## config.mk

```make
export PLATFORM = sky130hd
export DESIGN_NAME = sha1_message_hasher
export DESIGN_NICKNAME = d
export VERILOG_FILES = /design/src/rtl/core/sha1mh_pkg.sv /design/src/rtl/core/sha1mh_sched.sv /design/src/rtl/core/sha1mh_round.sv /design/src/rtl/core/sha1_message_hasher.sv
export VERILOG_INCLUDE_DIRS = /design/src /design/src/rtl/core
export SDC_FILE = /design/constraint.sdc
export NUM_CORES = 2
export LEC_CHECK = 0
export BUFFER_PORTS_ARGS = -buffer_cell sky130_fd_sc_hd__buf_2
export CORE_MARGIN = 4
export CORE_UTILIZATION = 53
export CTS_BUF_LIST = sky130_fd_sc_hd__clkbuf_16
export CTS_CLUSTER_SIZE = 25
export DETAILED_ROUTE_END_ITERATION = 10
export PLACE_DENSITY = 0.75
export SLEW_MARGIN = 0
export SYNTH_ARGS = -nofsm -noshare
export SYNTH_HDL_FRONTEND = slang
export SYNTH_HIERARCHICAL = 1
export SYNTH_SLANG_ARGS = --single-unit
```

## constraint.sdc

```tcl
create_clock -name clk -period 13.2 [get_ports clk]
set_input_delay 2.64 -clock clk [delete_from_list [all_inputs] [get_ports clk]]
set_output_delay 2.64 -clock clk [all_outputs]
set_load 0.01 [all_outputs]
```

## src/rtl/core/sha1_message_hasher_assert.svh

```systemverilog
// assertion macros shared by the sha1 message hasher rtl
`ifndef SHA1_MESSAGE_HASHER_ASSERT_SVH
`define SHA1_MESSAGE_HASHER_ASSERT_SVH

// same-cycle implication, checked out of reset
`define SHA1MH_ASSERT_NOW(lbl, ante, cons, msg) \
  lbl: assert property (@(posedge clk) disable iff (!rst_n) (ante) |-> (cons)) \
    else $error(msg);

// next-cycle implication, checked out of reset
`define SHA1MH_ASSERT_NEXT(lbl, ante, cons, msg) \
  lbl: assert property (@(posedge clk) disable iff (!rst_n) (ante) |=> (cons)) \
    else $error(msg);

`endif

```

## src/rtl/core/sha1mh_pkg.sv

```systemverilog
// shared types, constants and helpers for the sha1 message hasher
package sha1mh_pkg;

  typedef logic [31:0] word_t;

  typedef enum logic [2:0] {
    S_IDLE,
    S_PAD,
    S_COMP,
    S_FOLD,
    S_EMIT
  } state_t;

  // round group selects f and k
  typedef enum logic [1:0] {
    GRP_CH,
    GRP_PAR1,
    GRP_MAJ,
    GRP_PAR2
  } grp_t;

  // control from the sequencer to the datapath modules
  typedef struct packed {
    logic       byte_en;
    logic [7:0] byte_val;
    logic       load;
    logic       step;
    logic       fold;
    logic       restart;
    grp_t       grp;
  } ctl_t;

  localparam logic [7:0] PadMark   = 8'h80;
  localparam logic [5:0] LenPos    = 6'd56;
  localparam logic [6:0] RoundLast = 7'd79;
  localparam logic [3:0] LenBytes  = 4'd8;
  localparam logic [2:0] LastIdx   = 3'd4;

  function automatic word_t iv_word(input logic [2:0] idx);
    word_t v;
    case (idx)
      3'd0:    v = 32'h67452301;
      3'd1:    v = 32'hEFCDAB89;
      3'd2:    v = 32'h98BADCFE;
      3'd3:    v = 32'h10325476;
      default: v = 32'hC3D2E1F0;
    endcase
    return v;
  endfunction

  function automatic word_t round_k(input grp_t g);
    word_t v;
    case (g)
      GRP_CH:   v = 32'h5A827999;
      GRP_PAR1: v = 32'h6ED9EBA1;
      GRP_MAJ:  v = 32'h8F1BBCDC;
      default:  v = 32'hCA62C1D6;
    endcase
    return v;
  endfunction

endpackage

```

## src/rtl/core/sha1mh_sched.sv

```systemverilog
// block buffer and message schedule window, bytes shift in, words shift out
module sha1mh_sched
  import sha1mh_pkg::*;
(
  input  logic  clk,
  input  ctl_t  ctl,
  output word_t w_cur
);

  // word j of the window sits at blk_r[511-32j -: 32], first byte on top
  logic [511:0] blk_r;
  logic [511:0] blk_nxt;
  word_t        w_new;
  word_t        w_mix;

  assign w_cur = blk_r[511:480];
  assign w_mix = blk_r[95:64] ^ blk_r[255:224] ^ blk_r[447:416] ^ blk_r[511:480];
  assign w_new = {w_mix[30:0], w_mix[31]};

  always_comb begin
    blk_nxt = blk_r;
    if (ctl.byte_en) begin
      blk_nxt = {blk_r[503:0], ctl.byte_val};
    end else if (ctl.step) begin
      blk_nxt = {blk_r[479:0], w_new};
    end
  end

  // payload only, no reset needed
  always_ff @(posedge clk) begin
    blk_r <= blk_nxt;
  end

endmodule

```

## src/rtl/core/sha1mh_round.sv

```systemverilog
// shared sha1 round unit with working and chaining registers
module sha1mh_round
  import sha1mh_pkg::*;
(
  input  logic            clk,
  input  logic            rst_n,
  input  ctl_t            ctl,
  input  word_t           w_cur,
  output word_t [4:0]     chain
);

  word_t [4:0] chain_r;
  word_t [4:0] chain_nxt;
  word_t a_r, b_r, c_r, d_r, e_r;
  word_t a_nxt, b_nxt, c_nxt, d_nxt, e_nxt;
  word_t f_val;
  word_t t_val;

  assign chain = chain_r;

  always_comb begin
    case (ctl.grp)
      GRP_CH:  f_val = (b_r & c_r) | (~b_r & d_r);
      GRP_MAJ: f_val = (b_r & c_r) | (b_r & d_r) | (c_r & d_r);
      default: f_val = b_r ^ c_r ^ d_r;
    endcase
  end

  assign t_val = {a_r[26:0], a_r[31:27]} + f_val + e_r + round_k(ctl.grp) + w_cur;

  always_comb begin
    a_nxt = a_r;
    b_nxt = b_r;
    c_nxt = c_r;
    d_nxt = d_r;
    e_nxt = e_r;
    if (ctl.load) begin
      a_nxt = chain_r[0];
      b_nxt = chain_r[1];
      c_nxt = chain_r[2];
      d_nxt = chain_r[3];
      e_nxt = chain_r[4];
    end else if (ctl.step) begin
      a_nxt = t_val;
      b_nxt = a_r;
      c_nxt = {b_r[1:0], b_r[31:2]};
      d_nxt = c_r;
      e_nxt = d_r;
    end
  end

  always_comb begin
    chain_nxt = chain_r;
    if (ctl.restart) begin
      for (int i = 0; i < 5; i++) begin
        chain_nxt[i] = iv_word(3'(i));
      end
    end else if (ctl.fold) begin
      chain_nxt[0] = chain_r[0] + a_r;
      chain_nxt[1] = chain_r[1] + b_r;
      chain_nxt[2] = chain_r[2] + c_r;
      chain_nxt[3] = chain_r[3] + d_r;
      chain_nxt[4] = chain_r[4] + e_r;
    end
  end

  always_ff @(posedge clk) begin
    if (!rst_n) begin
      for (int i = 0; i < 5; i++) begin
        chain_r[i] <= iv_word(3'(i));
      end
    end else begin
      chain_r <= chain_nxt;
    end
  end

  always_ff @(posedge clk) begin
    a_r <= a_nxt;
    b_r <= b_nxt;
    c_r <= c_nxt;
    d_r <= d_nxt;
    e_r <= e_nxt;
  end

endmodule

```

## src/rtl/core/sha1_message_hasher.sv

```systemverilog
// SHA-1 hasher taking one message byte per input beat. A beat with tuser
// high carries a byte; when it completes a 64-byte block, input is not
// ready while the block runs its 80 rounds on the single round unit and
// then the chaining add. A beat with tlast ends the message, with or
// without a byte: padding then goes in one byte per cycle (9 to 72 bytes),
// costing one or two more compressions, and the digest leaves as five
// output beats, word 0 first, tlast on word 4. Input is not ready from the
// end mark until the last digest beat is taken; after it the hasher is back
// at the initial values. No clearing pass after reset.

`include "sha1_message_hasher_assert.svh"

module sha1_message_hasher
  import sha1mh_pkg::*;
(
  input  logic        clk,
  input  logic        rst_n,
  input  logic        in_tvalid,
  output logic        in_tready,
  input  logic [7:0]  in_tdata,   // [7:0] data_byte
  input  logic        in_tuser,   // byte_present
  input  logic        in_tlast,   // end_of_message
  output logic        out_tvalid,
  input  logic        out_tready,
  output logic [39:0] out_tdata,  // [31:0] digest_word, [34:32] word_index, [39:35] zero
  output logic        out_tlast   // last_word
);

  state_t      state_r, state_nxt;
  logic [63:0] cnt_r, cnt_nxt;
  logic [63:0] len_r, len_nxt;
  logic [3:0]  lenc_r, lenc_nxt;
  logic        mark_r, mark_nxt;
  logic        pad_r, pad_nxt;
  logic [6:0]  rnd_r, rnd_nxt;
  logic [2:0]  idx_r, idx_nxt;

  ctl_t        ctl;
  word_t       w_cur;
  word_t [4:0] chain;
  word_t       dig_word;

  logic        in_acc;
  logic        out_acc;
  logic        absorb;
  logic [63:0] cnt_inc;
  logic        blk_full;
  logic        pad_len;
  logic        msg_done;

  assign in_acc   = in_tvalid && in_tready;
  assign out_acc  = out_tvalid && out_tready;
  assign cnt_inc  = cnt_r + 64'd1;
  assign blk_full = (cnt_inc[5:0] == 6'd0);
  // in padding, the length goes out once the zero fill reaches offset 56
  assign pad_len  = mark_r && ((lenc_r != 4'd0) || (cnt_r[5:0] == LenPos));
  assign msg_done = out_acc && (idx_r == LastIdx);

  // next state
  always_comb begin
    state_nxt = state_r;
    case (state_r)
      S_IDLE: begin
        if (in_acc) begin
          if (in_tuser && blk_full) begin
            state_nxt = S_COMP;
          end else if (in_tlast) begin
            state_nxt = S_PAD;
          end
        end
      end
      S_PAD: begin
        if (blk_full) begin
          state_nxt = S_COMP;
        end
      end
      S_COMP: begin
        if (rnd_r == RoundLast) begin
          state_nxt = S_FOLD;
        end
      end
      S_FOLD: begin
        if (pad_r && (lenc_r == LenBytes)) begin
          state_nxt = S_EMIT;
        end else if (pad_r) begin
          state_nxt = S_PAD;
        end else begin
          state_nxt = S_IDLE;
        end
      end
      S_EMIT: begin
        if (msg_done) begin
          state_nxt = S_IDLE;
        end
      end
      default: state_nxt = S_IDLE;
    endcase
  end

  // outputs and datapath control
  always_comb begin
    in_tready  = (state_r == S_IDLE);
    out_tvalid = (state_r == S_EMIT);
    absorb     = (in_acc && in_tuser) || (state_r == S_PAD);

    ctl          = '0;
    ctl.byte_en  = absorb;
    ctl.byte_val = in_tdata;
    if (state_r == S_PAD) begin
      if (!mark_r) begin
        ctl.byte_val = PadMark;
      end else if (pad_len) begin
        ctl.byte_val = len_r[63:56];
      end else begin
        ctl.byte_val = 8'h00;
      end
    end
    ctl.load    = absorb && blk_full;
    ctl.step    = (state_r == S_COMP);
    ctl.fold    = (state_r == S_FOLD);
    ctl.restart = msg_done;
    if (rnd_r < 7'd20) begin
      ctl.grp = GRP_CH;
    end else if (rnd_r < 7'd40) begin
      ctl.grp = GRP_PAR1;
    end else if (rnd_r < 7'd60) begin
      ctl.grp = GRP_MAJ;
    end else begin
      ctl.grp = GRP_PAR2;
    end

    case (idx_r)
      3'd0:    dig_word = chain[0];
      3'd1:    dig_word = chain[1];
      3'd2:    dig_word = chain[2];
      3'd3:    dig_word = chain[3];
      default: dig_word = chain[4];
    endcase
    out_tdata = {5'd0, idx_r, dig_word};
    out_tlast = (idx_r == LastIdx);
  end

  // sequencer registers
  always_comb begin
    cnt_nxt  = cnt_r;
    len_nxt  = len_r;
    lenc_nxt = lenc_r;
    mark_nxt = mark_r;
    pad_nxt  = pad_r;
    rnd_nxt  = rnd_r;
    idx_nxt  = idx_r;

    if (absorb) begin
      cnt_nxt = cnt_inc;
    end
    if (in_acc && in_tlast) begin
      // bit length covers the optional byte of this beat
      pad_nxt  = 1'b1;
      mark_nxt = 1'b0;
      lenc_nxt = 4'd0;
      len_nxt  = in_tuser ? {cnt_inc[60:0], 3'd0} : {cnt_r[60:0], 3'd0};
    end
    if (state_r == S_PAD) begin
      if (!mark_r) begin
        mark_nxt = 1'b1;
      end else if (pad_len) begin
        len_nxt  = {len_r[55:0], 8'h00};
        lenc_nxt = lenc_r + 4'd1;
      end
    end
    if (ctl.load) begin
      rnd_nxt = 7'd0;
    end else if (state_r == S_COMP) begin
      rnd_nxt = rnd_r + 7'd1;
    end
    if (state_r == S_FOLD) begin
      idx_nxt = 3'd0;
    end else if (out_acc) begin
      idx_nxt = idx_r + 3'd1;
    end
    if (msg_done) begin
      cnt_nxt = 64'd0;
      pad_nxt = 1'b0;
    end
  end

  always_ff @(posedge clk) begin
    if (!rst_n) begin
      state_r <= S_IDLE;
      cnt_r   <= 64'd0;
      lenc_r  <= 4'd0;
      mark_r  <= 1'b0;
      pad_r   <= 1'b0;
      rnd_r   <= 7'd0;
      idx_r   <= 3'd0;
    end else begin
      state_r <= state_nxt;
      cnt_r   <= cnt_nxt;
      lenc_r  <= lenc_nxt;
      mark_r  <= mark_nxt;
      pad_r   <= pad_nxt;
      rnd_r   <= rnd_nxt;
      idx_r   <= idx_nxt;
    end
  end

  always_ff @(posedge clk) begin
    len_r <= len_nxt;
  end

  sha1mh_sched u_sched (
    .clk   (clk),
    .ctl   (ctl),
    .w_cur (w_cur)
  );

  sha1mh_round u_round (
    .clk   (clk),
    .rst_n (rst_n),
    .ctl   (ctl),
    .w_cur (w_cur),
    .chain (chain)
  );

  `SHA1MH_ASSERT_NOW(a_no_input_while_emit, out_tvalid, !in_tready,
    "input ready while digest is being sent")
  `SHA1MH_ASSERT_NOW(a_comp_on_block_edge, (state_r == S_COMP),
    (cnt_r[5:0] == 6'd0) && (rnd_r <= RoundLast),
    "compression running off a block boundary")
  `SHA1MH_ASSERT_NOW(a_emit_after_length, out_tvalid,
    pad_r && (lenc_r == LenBytes) && (idx_r <= LastIdx),
    "digest sent before length was absorbed")
  `SHA1MH_ASSERT_NEXT(a_restart_after_last, msg_done,
    (state_r == S_IDLE) && (cnt_r == 64'd0) && !pad_r,
    "hasher not restarted after last digest word")

endmodule
```

==> impl_results.md <==
* Max Cap Viol at 0
* Overall routed net length at 137000 um
* Worst-Skew Late Latency at 0.70 ns
* Worst EP arrival at 7.81 ns
* Die ar. at 113000 sq um
* Largest area contributor in the netlist: edfxtp_1
* Ant diodes at 0
* Final RePlAce weighted congestion at 0.935
* FFs w/ async S/R, synth at 0
* Unrepaired setup endpoints after global routing: false
* Hold Fails Final Rpt at 0
* Slowest stage cell, crit path: ha_1
* Top cell type's share of synthesized area at 0.353
* Rows at 120
* Layout area overhead at 7.00%
* Clock Pin Slew Worst Setup and Hold Paths at 0.06 ns
* Sequential share of the synthesized area at 0.460
* Share of cells above drive strength 1 at 0.124
* Initial Utilization at 0.534
* Detailed Place HPWL at 96700 um
* Setup violations, final at 0
* Worst vdd ir at 124 uV
* Final Instance Area at 61100 sq um
* Critical Path Source Type: register
* Mapped cell area at 57100 sq um
* Period utilization at 0.560
* Crit Path Max Fanout at 33
* First-pass GRT wire length at 214000 um
* Grt ovf at 0
* Max Fclk at 0.135 GHz
* IO Port Bufs at 51
* CTS hold repair buffers at 0
* Antenna violations before repair at 0
* Die X at 336 um
* Clock Path Buffers at 3
* Worst Path Buf+Inv at 6
* Post-synthesis register bit count at 976
* Min Tclk post-route at 7.39 ns
* Routed via count at 39737
* Residual DRC count at 0
* WL/cell at 20.7 um
* CTS Buf Count at 102
* Yosys Warn Count at 6
* Core area at 107000 sq um
* TNS Setup at 0 ns
* Area post-placement at 57700 sq um
* Post-synth EDFFs at 672
* Top-count cell post-synth: edfxtp_1
* All-Layer GR Usage at 0.238
* Setup bufs post-CTS at 0
* Syn Area/Cell at 10.9 sq um
* Most frequent CP cell: inv_1
* Crit path kind: reg2reg
* Root buffer cell: clkbuf_16
* Distinct cells, synth at 106
* Post-synthesis instance total at 5238
* Pins Over Slew Limit at 0
* Slew @ Worst Pin at 1.12 ns
* Commonest cells in the netlist: 672 x edfxtp_1, 421 x nand2_1, 375 x inv_1
* Post-cts gate resize count at 0
* Hold WC Path Type: reg2reg
* Crit-path max cell delay at 0.55 ns
* PwrDens at 157 nW/um^2
* Worst path required time at 13.62 ns
* Pin count of the biggest net entering global routing at 206
* Nets at 5487
* Via density at 5.99
* Cell family with most CP delay: compound AO/OA/AOI/OAI gates
* Most area-consuming cells after synthesis: edfxtp_1 35%, dfxtp_1 11%, ha_1 4.5%
* Leakage power at 23.1 nW
* # fillers at 8717
* Die height at 336 um
* Status: completed
* DRT Pass-1 Iters at 8
* DRT iter0 DRCs at 4026
* Slew HR at 0.252
* Commonest register cell after synthesis: edfxtp_1
* Clock sink count at 976
* Final ANT Viol Nets at 0
* H-tree depth at 3
* Critical Path Sink Type: register
* Final clock skew at 0.0303 ns
* Io pins at 57
* CTS tree: yes
* Vias in the first global route at 38304
-- through the flow --
| step | hold WS [ns] | total power (W) | instances | util | worst slack (ns) |
|---|---|---|---|---|---|
| 3_5_place_dp | 0.447 | 0.00671 | 6441 | 0.539 | 5.55 |
| 2_1_floorplan | 0.424 | 0.00623 | 5242 | - | 2.71 |
| 5_1_grt | 0.490 | 0.0101 | 6634 | 0.571 | 5.48 |
| 6_report | 0.453 | 0.00958 | 6634 | 0.571 | 5.81 |
| 4_1_cts | 0.461 | 0.00962 | 6634 | 0.571 | 5.87 |
| 3_3_place_gp | 0.441 | 0.00661 | 6441 | 0.539 | 5.63 |
-- where the power goes --
part	switching, W	internal, W
Combinational	0.00134	0.00114
Clock	0.00126	0.00164
Sequential	0.000274	0.00393
Total	0.00287	0.00671
-- worst reg2reg max path, delay by kind of cell, from the launching register on --
kind | cells | cell delay [ns]
buf+inv | 6 | 1.12
compound gates | 11 | 2.51
fa+ha+maj | 5 | 2.08
flops | 1 | 0.43
simple gates | 4 | 0.98
-- sequential cells by signal, indices dropped and copies added (netlist names), 4 cells and up --
name,cells
u_round/a_r,32
rnd_r,7
u_round/chain,160
u_round/c_r,32
u_round/b_r,32
lenc_r,4
u_sched/blk_r,512
len_r,64
u_round/e_r,32
u_round/d_r,32
cnt_r,61
-- worst paths after layout --
kind | startpoint | end | slack [ns] | depth (start not counted)
max reg2reg | rnd_r[5]$_SDFFE_PP0P_ | u_round/a_r[31]$_DFFE_PP_ | 5.81 | 26
max | rnd_r[5]$_SDFFE_PP0P_ | u_round/a_r[31]$_DFFE_PP_ | 5.81 | 26
min | len_r[50]$_DFF_P_ | len_r[58]$_DFF_P_ | 0.45 | 2
min reg2reg | len_r[50]$_DFF_P_ | len_r[58]$_DFF_P_ | 0.45 | 2
-- metal layers --
metal,global-route usage,wire (um)
met1,0.334,59500
met2,0.375,62400
met3,0.0370,10300
met4,0.0870,5310
met5,0,0
-- placed cells by master, fill, tap and decap left out, types with 34 or more instances in the layout --
master | netlist | final
a211oi_1 | 35 | 35
a21o_1 | 71 | 71
a21oi_1 | 217 | 217
a22oi_1 | 94 | 94
a31oi_1 | 58 | 58
and3_1 | 69 | 69
buf_2 | 22 | 51
buf_4 | 48 | 39
clkbuf_16 | 0 | 104
dfxtp_1 | 304 | 304
edfxtp_1 | 672 | 672
fa_1 | 125 | 125
ha_1 | 206 | 206
inv_1 | 375 | 396
mux2_1 | 164 | 164
mux2_2 | 214 | 214
mux2_4 | 120 | 120
mux2i_1 | 65 | 65
nand2_1 | 421 | 421
nand3_1 | 96 | 95
nand4_1 | 51 | 51
nor2_1 | 334 | 332
nor2b_1 | 38 | 34
nor3_1 | 76 | 76
o21a_1 | 40 | 40
o21ai_0 | 361 | 361
o21ai_1 | 39 | 39
xnor2_1 | 237 | 237
xor2_1 | 111 | 111
-- cells by family (layout without fill, tap and decap cells) --
logic type               after synthesis  in the layout  share of synthesized area
AND/OR/NAND/NOR                     1231           1231                      0.101
AO/OA/AOI/OAI                       1114           1114                      0.122
flip-flops                           976            976                      0.460
buffers and inverters                674            663                     0.0571
multiplexers                         563            563                      0.117
XOR/XNOR                             348            348                     0.0534
adder cells (fa/ha/maj)              331            331                     0.0889
other                                  1              5                  0.0000656
-- cell type report --
cell class / count / area, sq um / share of cell area
timing repair buffer: 93 / 608 / 0.00995
sequential: 976 / 26300 / 0.430
multi-input combinational: 3592 / 27700 / 0.453
clock buffer: 104 / 2600 / 0.0426
inverter: 377 / 1420 / 0.0233
clock inverter: 89 / 786 / 0.0129
tap: 1403 / 1760 / 0.0287
No activity file was read; power rests on OpenSTA's default activity.
